===== config.mk =====
export PLATFORM = sky130hd
export DESIGN_NAME = vslo_addr
export DESIGN_NICKNAME = d
export VERILOG_FILES = /design/src/rtl/vslo_pkg.sv /design/src/rtl/vslo_addr.sv
export SDC_FILE = /design/constraint.sdc
export NUM_CORES = 1
export LEC_CHECK = 0
export BUFFER_PORTS_ARGS = -buffer_cell sky130_fd_sc_hd__buf_2
export CAP_MARGIN = 15
export CORE_AREA = 4 4 41 43
export DETAILED_ROUTE_END_ITERATION = 10
export DIE_AREA = 0 0 45 47
export GPL_TIMING_DRIVEN = 0
export PLACE_DENSITY = 0.78
export SLEW_MARGIN = 5
export SYNTH_ARGS = -nofsm -noshare
export SYNTH_HDL_FRONTEND = slang
export SYNTH_SLANG_ARGS = --single-unit
export TNS_END_PERCENT = 1

===== constraint.sdc =====
create_clock -name vclk -period 3.2
set_clock_uncertainty 0.15 [all_clocks]
set_input_delay 0.64 -clock vclk [all_inputs]
set_output_delay 0.64 -clock vclk [all_outputs]
set_load 0.01 [all_outputs]

===== src/rtl/vslo_pkg.sv =====
// ----------------------------------------------------------------------------
// vslo_pkg
// Shared types and constants for the voxel store with layer occupancy.
// ----------------------------------------------------------------------------
package vslo_pkg;

    // Fixed field widths of the transaction payloads.
    localparam int KIND_W     = 1;
    localparam int POS_XZ_W   = 6;
    localparam int POS_Y_W    = 10;
    localparam int NEW_ID_W   = 16;
    localparam int READ_ID_W  = 16;
    localparam int TOP_W      = 8;
    localparam int COUNT_W    = 9;

    // Item kinds.
    localparam logic [KIND_W-1:0] KIND_READ  = 1'b0;
    localparam logic [KIND_W-1:0] KIND_WRITE = 1'b1;

    // Sequencer states.
    typedef enum logic [1:0] {
        S_CLEAR,
        S_IDLE,
        S_MOD,
        S_SCAN
    } state_t;

endpackage


===== src/rtl/vslo_addr.sv =====
// ----------------------------------------------------------------------------
// vslo_addr
// Bounds check and linear cell address for one coordinate triple.
// ----------------------------------------------------------------------------
module vslo_addr #(
    parameter int WIDTH  = 16,
    parameter int HEIGHT = 256,
    parameter int DEPTH  = 16
) (
    input  logic [vslo_pkg::POS_XZ_W-1:0]        pos_x,
    input  logic [vslo_pkg::POS_Y_W-1:0]         pos_y,
    input  logic [vslo_pkg::POS_XZ_W-1:0]        pos_z,
    output logic                                 in_grid,
    output logic [$clog2(WIDTH*HEIGHT*DEPTH)-1:0] cell_addr,
    output logic [$clog2(HEIGHT)-1:0]            layer
);

    localparam int CELLS       = WIDTH * HEIGHT * DEPTH;
    localparam int ADDR_BITS   = $clog2(CELLS);
    localparam int LY_BITS     = $clog2(HEIGHT);
    localparam int LAYER_CELLS = HEIGHT * DEPTH;

    logic [31:0] x_val;
    logic [31:0] y_val;
    logic [31:0] z_val;

    // Negative coordinates have the sign bit set; the rest compare as unsigned.
    assign x_val = 32'(pos_x[vslo_pkg::POS_XZ_W-2:0]);
    assign y_val = 32'(pos_y[vslo_pkg::POS_Y_W-2:0]);
    assign z_val = 32'(pos_z[vslo_pkg::POS_XZ_W-2:0]);

    assign in_grid = !pos_x[vslo_pkg::POS_XZ_W-1] && (x_val < 32'(WIDTH))
                  && !pos_y[vslo_pkg::POS_Y_W-1]  && (y_val < 32'(HEIGHT))
                  && !pos_z[vslo_pkg::POS_XZ_W-1] && (z_val < 32'(DEPTH));

    // x-major layout: x, then layer, then z.
    assign cell_addr = ADDR_BITS'(x_val * 32'(LAYER_CELLS) + y_val * 32'(DEPTH) + z_val);
    assign layer     = LY_BITS'(y_val);

endmodule

# Word level (Yosys, flattened, before mapping)
# Cells that the tools add are included.
# classes
add_sub_neg,2
magnitude_cmp,3
reduce_logical,8
# op_table
operator,n
$add 16x13->16,1
$add 16x5->16,1
$lt 5x5->1 const B,2
$lt 9x9->1 const B,1
$logic_and 1x1->1,5
$logic_not 1->1,3
# totals
ff_bits,0
out_inout_bits,25

# Logic depth before layout (Yosys ltp)
# depth
ltp_word,6
ltp_mapped,5
depth_no_buf,5

# Least setup slack after synthesis
# Ideal clock, no wire load.
# synth_timing
path_type,input to output
startpoint,input port pos_y[0] (netlist name)
endpoint,output port cell_addr[14]
arrival_ns,1.739
setup_slack_ns,0.671
path_stages,5
path_buffers,0
cell_sequence,ha_1 -> ha_1 -> nand4_1 -> or4b_1 -> o2111ai_1
# synth_between
elab_chain_len,2
# synth_rtl
item,line_no,text
start: declaration,vslo_addr.sv:11,"input logic [vslo_pkg::POS_Y_W-1:0] pos_y,"
$add 16x13->16,vslo_addr.sv:37,assign cell_addr = ADDR_BITS'(x_val * 32'(LAYER_CELLS) + y_val * 32'(DEPTH) + z_val);
$add 16x5->16,vslo_addr.sv:37,
end: declaration,vslo_addr.sv:14,"output logic [$clog2(WIDTH*HEIGHT*DEPTH)-1:0] cell_addr,"
# Every way passes these cells.

# Worst setup path in the final report
# Ends and elaborated chain as after synthesis.

==> results <==
- The core outline area is 1300 µm².
- The fraction of layout instances using a drive strength above 1 is about three fifths.
- The worst setup timing slack at the placement stage is between 0.3 and 0.4 ns.
- The kind of start point of the critical path is an input port.
- The number of pins exceeding their max-slew limit in the final report is 0.
- The number of top-level pins is 47.
- The number of search-and-repair iterations in the first detailed-routing pass is 4.
- The critical path is of the in2out type.
- The fraction of the mapped netlist area in compound gates is under 10%.
- The netlist uses 23 different library cells.
- Of the post-synthesis cell area, the part taken by muxes is 0%.
- The final weighted congestion in routability-driven placement is between 0.7 and 0.8.
- After routing the design area is approximately 610 µm².
- The number of sequential cells is 0.
- The number of hold buffers added after CTS is 0.
- The post-layout net count is about 120.
- The sum of negative setup slack is 0 ns.
- For the pin with the worst max-slew slack, the measured transition is 0.194 ns.
- The row count is 13.
- Max-cap violations in this run came to 0.
- The run finished with clean final reports.
- The cell count after synthesis came out at 54.
- The final-layout clock buffer total is 0.
- The number of global-route vias before repair is 497.
- The post-synthesis share of cell area spent on full adders, half adders and majority gates is approximately a tenth.
- The DRC violation count after routing is 0.
- The antenna diode count is 0.
- During synthesis, Yosys emitted a total of 0 warnings.
- The total of buffers placed on input and output ports is between 40 and 50.
- Power comes to between 0.08 and 0.09 mW.
- The wire length per cell is between 10 and 15 µm.
- The maximum fanout encountered on the critical timing path is 5.
- After Yosys synthesis, XOR and XNOR cells account for roughly 18% of the synthesized area.
- The data arrival at the endpoint of the critical path is just over 2 ns.
- The die height is approximately 47 µm.
- Including well taps, the total number of placed cells is between 100 and 150.
- The fmax is between 300 and 400 MHz.
- The full die area is between 2000 and 2500 µm².
- The first global-routing pass estimated ~1.8 mm of wire.
- The number of antenna violations at the first check in global routing came to 0.
- The post-detailed-placement cell area is between 600 and 700 µm².
- The effective utilization at floorplan is between 20 and 30%.
- Across all layers, the routed design uses approximately 520 vias.
- The final hold slack is 1.31 ns.
- The number of DRC violations after detailed-routing iteration 0 is 3.
- For this run, the register share of the synthesized area comes to 0%.
- Summed over all cells, the static leakage comes to around 0.33 nW.
- The library cells used most frequently in the layout, excluding fill and tap cells, are 42 x buf_2, 12 x buf_4, 7 x xnor2_1.
- Entering global routing, the biggest net connects 8 pins.
- The peak supply drop is about 0.000057 V.
- Setup repair after global routing left no endpoint under its margin.
- The final clock period utilization by the worst path is 89.2%.
- Global routing finished with a remaining overflow of 0.
- The path class of the tightest hold or removal check is in2out.
- Setup violations remaining at the end of the flow were counted as 0.
- In this run the tightest slew margin relative to its limit is 87.1%.
- Summing all flip-flop and latch instances after layout gives 0 µm².
- The post-CTS resize count is 0.
- For this design the ratio of total power to cell area is about 140 nW/µm².
- The largest family of logic cells by synthesized area is simple AND/OR/NAND/NOR gates.
- The leading cell type in the layout, fill and taps excluded is buf_2.
- A synthesized cell averages between 7 and 8 µm².
- In this run the post-CTS setup repair buffer count came out at 0.
- Of the total synthesized cell area, the portion taken by AND, OR, NAND and NOR gates is 37.3%.
- Once layout is complete, the utilization of the core stands at 47.2%.
- The HPWL after detailed placement is between 1 and 1.5 mm.
- At the worst endpoint, the required time is between 2 and 2.5 ns.
- After detailed routing, the number of vias per cell comes to ~4.7.
- Once routing completed, OpenROAD measured the worst setup slack at roughly 0.35 ns.
- The total nets after synthesis is between 70 and 80.
- In this run the remaining antenna-violating nets after routing total 0.
- The final layout contains routed wiring with a total length of 1.20 mm.
- The worst hold path passes through 2 cells.
- The count of placed standard cells in the final layout, fillers left out is about 110.
- The die outline width is between 40 and 50 µm.
- The capturing element type of the critical path is a primary output.
- After synthesis the cells add up to about 390 µm².
- The total routing usage reported by global routing is between 10% and 20%.
- The clock period minus final worst setup slack is 2.85 ns.
- The total count of hold-check failures in the final report is 0.
- The relative area change from synthesis to final layout is 59.4%.
==> critical path, cell delays in order <==
cell and delay [ns]:
buf_2 0.09, ha_1 0.18, ha_1 0.25, nand4_1 0.15
or4b_1 0.49, o2111ai_1 0.10, buf_2 0.16
==> cell type report <==
cell class                 instances  area (µm²)
buffer                            13        95.1
timing repair buffer              42         210
multi-input combinational         40         287
inverter                           1        3.75
tap                               15        18.8
fill                             162         687
==> synth_stat cells, types with 3 or more instances <==
| cell type | number | share of area, % |
|---|---|---|
| nand4_1 | 5 | 8.1 |
| nand3_1 | 5 | 6.5 |
| o21ai_0 | 3 | 3.9 |
| buf_4 | 12 | 23 |
| nand2_1 | 3 | 2.9 |
| xnor2_1 | 7 | 16 |
| ha_1 | 3 | 9.7 |
==> per-layer routing <==
metal	wire, µm	share of wire (%)	global-route usage, %
met5	0	0	0
met4	0	0	0
met3	119	9.9	0.383
met2	619	52	22.6
met1	457	38	12.8
==> path summary, 6_finish.rpt <==
kind	start	to	slack, ns
worst max-delay path	pos_y[0]	cell_addr[14]	0.35
worst min-delay path	pos_z[0]	cell_addr[0]	1.31
==> report_power, final <==
part	internal [mW]	total (mW)	leakage [nW]	switching (mW)
combinational	0.0428	0.0833	0.331	0.0405
clock	0	0	0	0
sequential	0	0	0	0
==> cell families (layout without fill, tap and decap cells) <==
logic type	Yosys count	count (layout)
adder cells (fa/ha/maj)	3	3
XOR/XNOR	8	8
AO/OA/AOI/OAI	6	6
AND/OR/NAND/NOR	23	23
buffers and inverters	14	56
No activity file was read; power rests on OpenSTA's default activity.
